===== src/rtl/core/rwts_pkg.sv =====
// Package for the rolling window temperature statistics core.
// Item types, field widths and reset constants; no dependencies.
`default_nettype none

package rwts_pkg;

	localparam int unsigned WINDOW_DEF = 10;
	localparam int unsigned TEMP_W     = 16;
	localparam int unsigned COMP_W     = 32;
	localparam int unsigned QUO_W      = 16;

	// 45.0 degC in 1/16 degree steps
	localparam logic signed [TEMP_W-1:0] THRESH_RST = 16'sd720;

	typedef struct packed {
		logic signed [TEMP_W-1:0] temperature;
		logic        [COMP_W-1:0] companion_value;
	} in_item_t;

	typedef struct packed {
		logic signed [TEMP_W-1:0] window_mean;
		logic signed [TEMP_W-1:0] window_min;
		logic signed [TEMP_W-1:0] window_max;
		logic        [COMP_W-1:0] companion_out;
		logic                     over_threshold;
	} out_item_t;

endpackage

`default_nettype wire


===== src/rtl/core/rolling_window_temp_stats_core.sv =====
// Rolling window temperature statistics core: mean, min and max over a ring.
// Depends on rwts_pkg, rwts_ring and rwts_div.
//
//   channel | handshake          | payload
//   --------+--------------------+---------------------------
//   in      | in_valid/in_stall  | in_item  (rwts_pkg::in_item_t)
//   out     | out_valid/out_stall| out_item (rwts_pkg::out_item_t)
//   cfg     | cfg_we             | cfg_data (alert threshold)
//
// One item at a time, through the ring scan (one read per valid entry) and the
// 16-step divider. The result sits in an output register; the next item is
// taken while it waits.
// Reset (arst_n, async) empties the ring logically: fill count and write slot
// go to zero, threshold to 45.0 degC. Ring contents are not cleared.
// A stalled output only holds the core once the next result is ready.
`default_nettype none

module rolling_window_temp_stats_core #(
	parameter int unsigned WINDOW = rwts_pkg::WINDOW_DEF
) (
	input  logic                               clk,
	input  logic                               arst_n,
	input  logic                               cfg_we,
	input  logic signed [rwts_pkg::TEMP_W-1:0] cfg_data,
	input  logic                               in_valid,
	output logic                               in_stall,
	input  rwts_pkg::in_item_t                 in_item,
	output logic                               out_valid,
	input  logic                               out_stall,
	output rwts_pkg::out_item_t                out_item
);
	import rwts_pkg::*;

	localparam int unsigned AW    = (WINDOW > 1) ? $clog2(WINDOW) : 1;
	localparam int unsigned CNT_W = $clog2(WINDOW + 1);
	// one spare bit so the magnitude split at QUO_W is never empty
	localparam int unsigned SUM_W = TEMP_W + 1 + $clog2(WINDOW);

	typedef enum logic [4:0] {
		ST_IDLE = 5'b00001,
		ST_SCAN = 5'b00010,
		ST_LAST = 5'b00100,
		ST_DIV  = 5'b01000,
		ST_OUT  = 5'b10000
	} state_t;

	state_t                    state_q;
	logic signed [TEMP_W-1:0]  thresh_q;
	logic [AW-1:0]             slot_q;
	logic [CNT_W-1:0]          fill_q;
	logic [AW-1:0]             idx_q;
	logic                      rvld_s1;
	logic                      first_s1;
	logic                      div_go_q;
	logic signed [SUM_W-1:0]   sum_q;
	logic signed [TEMP_W-1:0]  min_q;
	logic signed [TEMP_W-1:0]  max_q;
	logic signed [TEMP_W-1:0]  mean_q;
	logic [COMP_W-1:0]         comp_q;
	logic                      over_q;
	logic                      out_valid_q;
	out_item_t                 out_item_q;

	logic                      in_acc;
	logic                      out_free;
	logic                      ring_re;
	logic signed [TEMP_W-1:0]  ring_rdata;
	logic [SUM_W-1:0]          sum_mag;
	logic                      div_done;
	logic [QUO_W-1:0]          div_quo;

	assign in_stall  = (state_q != ST_IDLE);
	assign in_acc    = in_valid && !in_stall;
	assign out_free  = !out_valid_q || !out_stall;
	assign ring_re   = (state_q == ST_SCAN);

	// new sample goes straight into the ring at acceptance; the scan starts in the
	// next cycle, so it always sees it
	rwts_ring #(
		.WINDOW (WINDOW)
	) u_ring (
		.clk   (clk),
		.we    (in_acc),
		.waddr (slot_q),
		.wdata (in_item.temperature),
		.re    (ring_re),
		.raddr (idx_q),
		.rdata (ring_rdata)
	);

	assign sum_mag = sum_q[SUM_W-1] ? SUM_W'(-sum_q) : SUM_W'(sum_q);

	rwts_div #(
		.MAG_W (SUM_W),
		.DIV_W (CNT_W)
	) u_div (
		.clk     (clk),
		.arst_n  (arst_n),
		.start   (div_go_q),
		.mag     (sum_mag),
		.divisor (fill_q),
		.done    (div_done),
		.quo     (div_quo)
	);

	// threshold register
	always_ff @(posedge clk or negedge arst_n) begin
		if (!arst_n) begin
			thresh_q <= THRESH_RST;
		end else if (cfg_we) begin
			thresh_q <= cfg_data;
		end
	end

	// sequencer, ring pointers, output valid
	always_ff @(posedge clk or negedge arst_n) begin
		if (!arst_n) begin
			state_q     <= ST_IDLE;
			slot_q      <= '0;
			fill_q      <= '0;
			idx_q       <= '0;
			rvld_s1     <= 1'b0;
			first_s1    <= 1'b0;
			div_go_q    <= 1'b0;
			out_valid_q <= 1'b0;
		end else begin
			rvld_s1  <= ring_re;
			first_s1 <= ring_re && (idx_q == '0);
			div_go_q <= (state_q == ST_LAST);
			// a new result replaces a taken one in the same cycle
			if ((state_q == ST_OUT) && out_free) begin
				out_valid_q <= 1'b1;
			end else if (out_valid_q && !out_stall) begin
				out_valid_q <= 1'b0;
			end
			unique case (state_q)
				ST_IDLE: begin
					if (in_acc) begin
						slot_q  <= (slot_q == AW'(WINDOW - 1)) ? '0 : slot_q + 1'b1;
						// saturate: divisor stays in 1..WINDOW
						if (fill_q != CNT_W'(WINDOW)) begin
							fill_q <= fill_q + 1'b1;
						end
						idx_q   <= '0;
						state_q <= ST_SCAN;
					end
				end
				ST_SCAN: begin
					idx_q <= idx_q + 1'b1;
					if (CNT_W'(idx_q) == fill_q - 1'b1) begin
						state_q <= ST_LAST;
					end
				end
				ST_LAST: begin
					// last read word is folded in at this edge
					state_q <= ST_DIV;
				end
				ST_DIV: begin
					if (div_done) begin
						state_q <= ST_OUT;
					end
				end
				ST_OUT: begin
					if (out_free) begin
						state_q <= ST_IDLE;
					end
				end
				default: begin
					state_q <= ST_IDLE;
				end
			endcase
		end
	end

	// per-item payload: sample side info, running sum / min / max, mean
	always_ff @(posedge clk) begin
		if (in_acc) begin
			comp_q <= in_item.companion_value;
			over_q <= (in_item.temperature > thresh_q);
		end
		if (rvld_s1) begin
			if (first_s1) begin
				sum_q <= SUM_W'(ring_rdata);
				min_q <= ring_rdata;
				max_q <= ring_rdata;
			end else begin
				sum_q <= sum_q + SUM_W'(ring_rdata);
				if (ring_rdata < min_q) begin
					min_q <= ring_rdata;
				end
				if (ring_rdata > max_q) begin
					max_q <= ring_rdata;
				end
			end
		end
		if (div_done) begin
			// truncation toward zero: divide magnitude, restore sign
			mean_q <= sum_q[SUM_W-1] ? TEMP_W'(-div_quo) : TEMP_W'(div_quo);
		end
		if ((state_q == ST_OUT) && out_free) begin
			out_item_q.window_mean    <= mean_q;
			out_item_q.window_min     <= min_q;
			out_item_q.window_max     <= max_q;
			out_item_q.companion_out  <= comp_q;
			out_item_q.over_threshold <= over_q;
		end
	end

	assign out_valid = out_valid_q;
	assign out_item  = out_item_q;

endmodule

`default_nettype wire


===== src/rtl/core/rwts_ring.sv =====
// Sample ring: one write port, one read port, registered read data.
// Depends on rwts_pkg for the sample width.
`default_nettype none

module rwts_ring #(
	parameter  int unsigned WINDOW = rwts_pkg::WINDOW_DEF,
	localparam int unsigned AW     = (WINDOW > 1) ? $clog2(WINDOW) : 1
) (
	input  logic                            clk,
	input  logic                            we,
	input  logic [AW-1:0]                   waddr,
	input  logic [rwts_pkg::TEMP_W-1:0]     wdata,
	input  logic                            re,
	input  logic [AW-1:0]                   raddr,
	output logic [rwts_pkg::TEMP_W-1:0]     rdata
);
	import rwts_pkg::*;

	logic [TEMP_W-1:0] mem [WINDOW];

	always_ff @(posedge clk) begin
		if (we) begin
			mem[waddr] <= wdata;
		end
	end

	always_ff @(posedge clk) begin
		if (re) begin
			rdata <= mem[raddr];
		end
	end

endmodule

`default_nettype wire


===== src/rtl/core/rwts_div.sv =====
// Serial restoring divider: one quotient bit per cycle, QUO_W bits in all.
// Depends on rwts_pkg for the quotient width.
`default_nettype none

module rwts_div #(
	parameter int unsigned MAG_W = 21,
	parameter int unsigned DIV_W = 4
) (
	input  logic                        clk,
	input  logic                        arst_n,
	input  logic                        start,
	input  logic [MAG_W-1:0]            mag,
	input  logic [DIV_W-1:0]            divisor,
	output logic                        done,
	output logic [rwts_pkg::QUO_W-1:0]  quo
);
	import rwts_pkg::*;

	localparam int unsigned CW = $clog2(QUO_W);

	logic              busy_q;
	logic              done_q;
	logic [CW-1:0]     cnt_q;
	logic [DIV_W-1:0]  rem_q;
	logic [QUO_W-1:0]  dvd_q;
	logic [DIV_W:0]    trial;
	logic              qbit;

	// caller guarantees the quotient fits QUO_W bits, so mag >> QUO_W < divisor
	assign trial = {rem_q, dvd_q[QUO_W-1]};
	assign qbit  = (trial >= {1'b0, divisor});

	always_ff @(posedge clk or negedge arst_n) begin
		if (!arst_n) begin
			busy_q <= 1'b0;
			done_q <= 1'b0;
			cnt_q  <= '0;
		end else begin
			done_q <= 1'b0;
			if (start) begin
				busy_q <= 1'b1;
				cnt_q  <= '0;
			end else if (busy_q) begin
				cnt_q <= cnt_q + 1'b1;
				if (cnt_q == CW'(QUO_W - 1)) begin
					busy_q <= 1'b0;
					done_q <= 1'b1;
				end
			end
		end
	end

	always_ff @(posedge clk) begin
		if (start) begin
			rem_q <= DIV_W'(mag >> QUO_W);
			dvd_q <= mag[QUO_W-1:0];
		end else if (busy_q) begin
			rem_q <= qbit ? DIV_W'(trial - {1'b0, divisor}) : DIV_W'(trial);
			dvd_q <= {dvd_q[QUO_W-2:0], qbit};
		end
	end

	assign done = done_q;
	assign quo  = dvd_q;

endmodule

`default_nettype wire


===== config.mk =====
export PLATFORM = sky130hd
export DESIGN_NAME = rolling_window_temp_stats_core
export DESIGN_NICKNAME = d
export VERILOG_FILES = /design/src/rtl/core/rwts_pkg.sv /design/src/rtl/core/rolling_window_temp_stats_core.sv /design/src/rtl/core/rwts_ring.sv /design/src/rtl/core/rwts_div.sv
export SDC_FILE = /design/constraint.sdc
export NUM_CORES = 1
export LEC_CHECK = 0
export ABC_AREA = 1
export BUFFER_PORTS_ARGS = -buffer_cell sky130_fd_sc_hd__buf_4
export CAP_MARGIN = 30
export CORE_ASPECT_RATIO = 0.7
export CORE_MARGIN = 2
export CORE_UTILIZATION = 40
export DETAILED_ROUTE_END_ITERATION = 7
export PLACE_DENSITY_LB_ADDON = 0.1
export SLEW_MARGIN = 10
export SYNTH_ARGS = -nofsm -noshare
export SYNTH_HDL_FRONTEND = slang
export SYNTH_SLANG_ARGS = --single-unit

===== constraint.sdc =====
create_clock -name clk -period 6.5 [get_ports clk]
set_input_delay 1.625 -clock clk [delete_from_list [all_inputs] [get_ports clk]]
set_output_delay 1.625 -clock clk [all_outputs]
set_load 0.1 [all_outputs]

==> flow_summary.html <==
<table>
<tr><th>Metric</th><th>Value</th></tr>
<tr><th colspan="2">Logic synthesis</th></tr>
<tr><td>Share of Yosys cell area claimed by the top area cell type</td><td>a little over 60%</td></tr>
<tr><td>Post-synthesis instance total</td><td>around 1,500</td></tr>
<tr><td>FFs w/ async S/R, synth</td><td>approximately 10%</td></tr>
<tr><td>Combinational family with the most area after synthesis</td><td>simple AND/OR/NAND/NOR gates</td></tr>
<tr><td>Top FF cell, synth</td><td>edfxtp_1</td></tr>
<tr><td>Number of synthesis warnings</td><td>0</td></tr>
<tr><td>Area leader, netlist</td><td>edfxtp_1</td></tr>
<tr><td>Post-synthesis area per instance</td><td>12.0 um2</td></tr>
<tr><td>Count of state elements after synthesis</td><td>around 420</td></tr>
<tr><td>Post-synth cell types</td><td>50</td></tr>
<tr><td>Sequential element share of the synthesized area</td><td>67.4%</td></tr>
<tr><td>Xor and xnor area share after synthesis</td><td>under 10%</td></tr>
<tr><td>Area share of and/or/nand/nor cells after synthesis</td><td>between 10% and 20%</td></tr>
<tr><td>Mapped cell area</td><td>about 18,000 um2</td></tr>
<tr><td>Most area-consuming cells after synthesis</td><td>edfxtp_1 (62%), nand2_1 (5.5%), ha_1 (5.3%)</td></tr>
<tr><td>Number of flops mapped to enable cells by yosys</td><td>379</td></tr>
<tr><td>Adder and majority cell fraction of the synthesized area</td><td>~5.6%</td></tr>
<tr><td>Number of nets in the synthesized netlist</td><td>~1,700</td></tr>
<tr><td>Complex-gate fraction of the synthesized area</td><td>around 8.7%</td></tr>
<tr><td>Mux cell area share after synthesis</td><td>less than 1%</td></tr>
<tr><th colspan="2">Layout</th></tr>
<tr><td>Final net count</td><td>approximately 1,900</td></tr>
<tr><td>Number of diodes</td><td>0</td></tr>
<tr><td>Growth of design area from synthesis to finish</td><td>17.1%</td></tr>
<tr><td>Share of final-layout standard cells stronger than drive strength 1</td><td>between 10% and 20%</td></tr>
<tr><td>Number of fill cells</td><td>just over 4,000</td></tr>
<tr><td>Area occupied by multi-input gates</td><td>~5300 um2</td></tr>
<tr><td>Final Cell Area</td><td>21,600 um2</td></tr>
<tr><td>Combined flip-flop and latch cell area</td><td>roughly 12,000 um2</td></tr>
<tr><th colspan="2">Power</th></tr>
<tr><td>Ratio of total power to cell area</td><td>between 400 and 500 nW/um2</td></tr>
<tr><td>Leakage power of the design</td><td>around 8.6 nW</td></tr>
<tr><td>Worst IR drop on VDD</td><td>about 0.00022 V</td></tr>
<tr><th colspan="2">Die</th></tr>
<tr><td>I/O pins</td><td>roughly 150</td></tr>
<tr><td>Die Outline Area</td><td>48,000 um2</td></tr>
<tr><td>Initial Util</td><td>around two fifths</td></tr>
<tr><td>Count of standard-cell rows</td><td>65</td></tr>
<tr><td>Die height</td><td>~180 um</td></tr>
<tr><td>Horiz. Die Dim</td><td>roughly 260 um</td></tr>
<tr><td>Core area</td><td>~45,000 um2</td></tr>
<tr><th colspan="2">Min path</th></tr>
<tr><td>Number of cells on the worst hold path</td><td>0</td></tr>
<tr><td>Type of the most critical hold path</td><td>flip-flop to flip-flop</td></tr>
<tr><th colspan="2">Routing</th></tr>
<tr><td>Count of nets left with antenna violations after detail routing</td><td>0</td></tr>
<tr><td>Initial DRC Count</td><td>1,035</td></tr>
<tr><td>Detailed Route WL</td><td>approximately 43,000 um</td></tr>
<tr><td>Number of vias per cell</td><td>5.07</td></tr>
<tr><td>DRC viols</td><td>0</td></tr>
<tr><td>Iteration count of the initial detailed-routing pass</td><td>5</td></tr>
<tr><td>Total via count in the routed design</td><td>11,900</td></tr>
<tr><td>Routed wirelength normalized by instance count</td><td>~19 um</td></tr>
<tr><th colspan="2">Clock tree</th></tr>
<tr><td>Root buf cell</td><td>clkbuf_16</td></tr>
<tr><td>Clock transition at the register clock pins on the worst setup and hold paths after CTS</td><td>about 60 ps</td></tr>
<tr><td>Clk buf depth</td><td>3</td></tr>
<tr><td>Clock latency at the later pin of the worst-skew pair</td><td>around 550 ps</td></tr>
<tr><td>Hold buffers post-CTS</td><td>0</td></tr>
<tr><td>TritonCTS Buffers</td><td>43</td></tr>
<tr><td>TritonCTS clock tree</td><td>done</td></tr>
<tr><td>Number of gates given a new drive strength after cts</td><td>0</td></tr>
<tr><td>Post-CTS setup repair buffer count</td><td>0</td></tr>
<tr><td>Level count of the clock H-tree</td><td>2</td></tr>
<tr><td>Total number of clock tree sinks</td><td>roughly 420</td></tr>
<tr><th colspan="2">STA</th></tr>
<tr><td>Min Clock Period, post-route</td><td>between 3000 and 4000 ps</td></tr>
<tr><td>Headroom to the max-slew limit</td><td>between 30% and 40%</td></tr>
<tr><td>Final setup violation count</td><td>0</td></tr>
<tr><td>Highest clock rate</td><td>~0.30 GHz</td></tr>
<tr><td>Unrepaired setup endpoints after global routing</td><td>false</td></tr>
<tr><td>Final slew viol count</td><td>0</td></tr>
<tr><td>Endpoints failing hold</td><td>0</td></tr>
<tr><td>Worst-case clock skew</td><td>approximately 14 ps</td></tr>
<tr><td>Final WS setup</td><td>~3200 ps</td></tr>
<tr><td>Post-route fraction of the period consumed by the critical path</td><td>about 50%</td></tr>
<tr><td>Slew of the pin with the lowest slew margin</td><td>between 900 and 1000 ps</td></tr>
<tr><td>Sum of negative setup slack</td><td>0 ps</td></tr>
<tr><th colspan="2">Global routing</th></tr>
<tr><td>Pin count of the biggest net entering global routing</td><td>85</td></tr>
<tr><td>Overall global routing resource usage</td><td>18.3%</td></tr>
<tr><td>Initial antenna violation count</td><td>2</td></tr>
<tr><td>First-pass GRT wire length</td><td>between 60,000 and 70,000 um</td></tr>
<tr><td>Number of global-route vias before repair</td><td>11,300</td></tr>
<tr><td>Gr ovfl total</td><td>0</td></tr>
<tr><th colspan="2">Placement</th></tr>
<tr><td>Post-place instance area</td><td>about 20,000 um2</td></tr>
<tr><td>Detail Placement HPWL</td><td>roughly 29,000 um</td></tr>
<tr><td>IO Port Bufs</td><td>about 150</td></tr>
<tr><td>Global placer's final weighted congestion</td><td>roughly 0.84</td></tr>
<tr><td>Worst setup slack after placement</td><td>around 2500 ps</td></tr>
<tr><th colspan="2">Worst setup path</th></tr>
<tr><td>Critical path, cell by cell</td><td>buf_4, inv_1, nor2_8, nand3_1, nor2_1, buf_4</td></tr>
<tr><td>Worst Setup End Kind</td><td>flip-flop</td></tr>
<tr><td>Largest fanout of any net on the critical path</td><td>around 40</td></tr>
<tr><td>Most numerous cell on the critical path</td><td>buf_4</td></tr>
<tr><td>Buf/Inv on CP</td><td>3</td></tr>
<tr><td>Setup CP Type</td><td>input pin to flip-flop</td></tr>
<tr><td>Crit path required time</td><td>6750 ps</td></tr>
<tr><td>Kind of cell adding the most delay to the critical path</td><td>simple AND/OR/NAND/NOR gates</td></tr>
<tr><td>Slowest stage delay, CP</td><td>640 ps</td></tr>
<tr><td>Arrival time worst endpoint</td><td>3580 ps</td></tr>
<tr><td>Total stage count of the critical path</td><td>6</td></tr>
<tr><td>Path depth of the worst reg2reg path</td><td>7</td></tr>
<tr><td>Master of the slowest instance on the critical path</td><td>nor2_1</td></tr>
<tr><td>Category of the worst setup path launch point</td><td>input pin</td></tr>
<tr><th colspan="2">Outcome</th></tr>
<tr><td>Result of the run</td><td>completed</td></tr>
<tr><th colspan="2">Run</th></tr>
<tr><td>Max Cap Viol</td><td>0</td></tr>
</table>
## worst paths after layout
| check | startpoint | endpoint | slack, ps |
|---|---|---|---|
| worst max-delay path | in_valid | u_ring.mem[2][5] | 3170 |
| min in group asynchronous | arst_n | u_div.cnt_q[1] | 1080 |
| worst min-delay path | comp_q[26] | out_item[27] | 410 |
| worst min register to register | comp_q[26] | out_item[27] | 410 |
| max in group asynchronous | arst_n | idx_q[0] | 4990 |
| worst max register to register | idx_q[0] | u_ring.rdata[9] | 3490 |
## layer usage
metal / GRT usage, % / vias to the layer above / part of all wire, %
met5: 0 / - / 0.039
met4: 4.78 / 2 / 2.0
met3: 3.24 / 62 / 7.0
met2: 25.7 / 388 / 41
met1: 28.9 / 5640 / 50
li1: - / 5791 / -
## worst reg2reg max path, cell delays in order, from the launching register on
cell      delay (ps)
dfrtp_2          380
buf_4            370
inv_2            640
buf_4            550
nand2_1          160
a221oi_1         460
o21ai_0          170
o21ai_0          110
## cells in the mapped netlist, types with 4 or more instances
library cell  count
nand4_1          17
o21ai_0         141
ha_1             79
buf_2            10
a31oi_1           5
xor2_1           26
nand3_1          63
dfrtp_1          38
o22ai_1          17
inv_1           141
buf_4             5
nor2_1          119
dfstp_2           5
nand2_2           4
or2_2            11
a221oi_1         15
nand3b_1          6
nand2_1         269
edfxtp_1        379
o21ai_1          11
buf_6             5
nor3_1            9
clkbuf_1         24
xnor2_1          13
a21oi_1          84
## logic make-up (layout without fill, tap and decap cells)
logic type	Yosys count	in the layout
flip-flops	422	422
AND/OR/NAND/NOR	515	515
XOR/XNOR	39	39
buffers and inverters	190	391
multiplexers	1	1
adder cells (fa/ha/maj)	81	81
AO/OA/AOI/OAI	292	292
## sequential cells by signal, summed over array words and instances, names as in the netlist, 16 cells and up
signal        count
comp_q           32
max_q            16
mean_q           16
min_q            16
out_item         81
sum_q            21
thresh_q         16
u_div.quo        16
u_ring.mem      160
u_ring.rdata     16
## per-stage QoR
stage / instances / hold WS (ps) / total power [mW] / utilization, %
finish: 2344 / 411 / 8.95 / 47.8
global placement: 2268 / 400 / 6.59 / 44.8
floorplan: 1540 / 400 / 5.80 / -
global route: 2344 / 423 / 9.55 / 47.8
detailed placement: 2268 / 405 / 6.62 / 44.8
CTS: 2344 / 415 / 9.04 / 47.8
## placed cells by master, fill, tap and decap left out, drive strengths merged, types with 6 or more instances in the layout
| cell type | netlist | final |
|---|---|---|
| o22ai | 18 | 18 |
| inv | 145 | 145 |
| or2 | 12 | 12 |
| clkinv | 0 | 14 |
| o21ai | 154 | 154 |
| nand2 | 274 | 274 |
| a21oi | 86 | 86 |
| edfxtp | 379 | 379 |
| dfrtp | 38 | 38 |
| clkbuf | 24 | 60 |
| nor2 | 124 | 124 |
| xnor2 | 13 | 13 |
| buf | 21 | 170 |
| a221oi | 15 | 15 |
| nand4 | 17 | 17 |
| nand3 | 65 | 65 |
| nor3 | 11 | 11 |
| ha | 79 | 79 |
| nand3b | 6 | 6 |
| xor2 | 26 | 26 |
## power breakdown
part | leakage [nW] | internal [mW] | total (mW) | switching [mW]
logic | 3.96 | 0.870 | 2.67 | 1.80
clock network | 0.656 | 1.37 | 2.37 | 1.01
registers | 3.97 | 3.57 | 3.91 | 0.338
## area by class of cell
cell class | instances | area share [%]
Sequential cell | 422 | 57.6
Inverter | 145 | 2.53
Tap cell | 603 | 3.49
Clock inverter | 16 | 0.590
Timing Repair Buffer | 170 | 5.96
Clock buffer | 60 | 5.56
Multi-Input combinational cell | 928 | 24.3
Power figures use the tool's default switching activity.
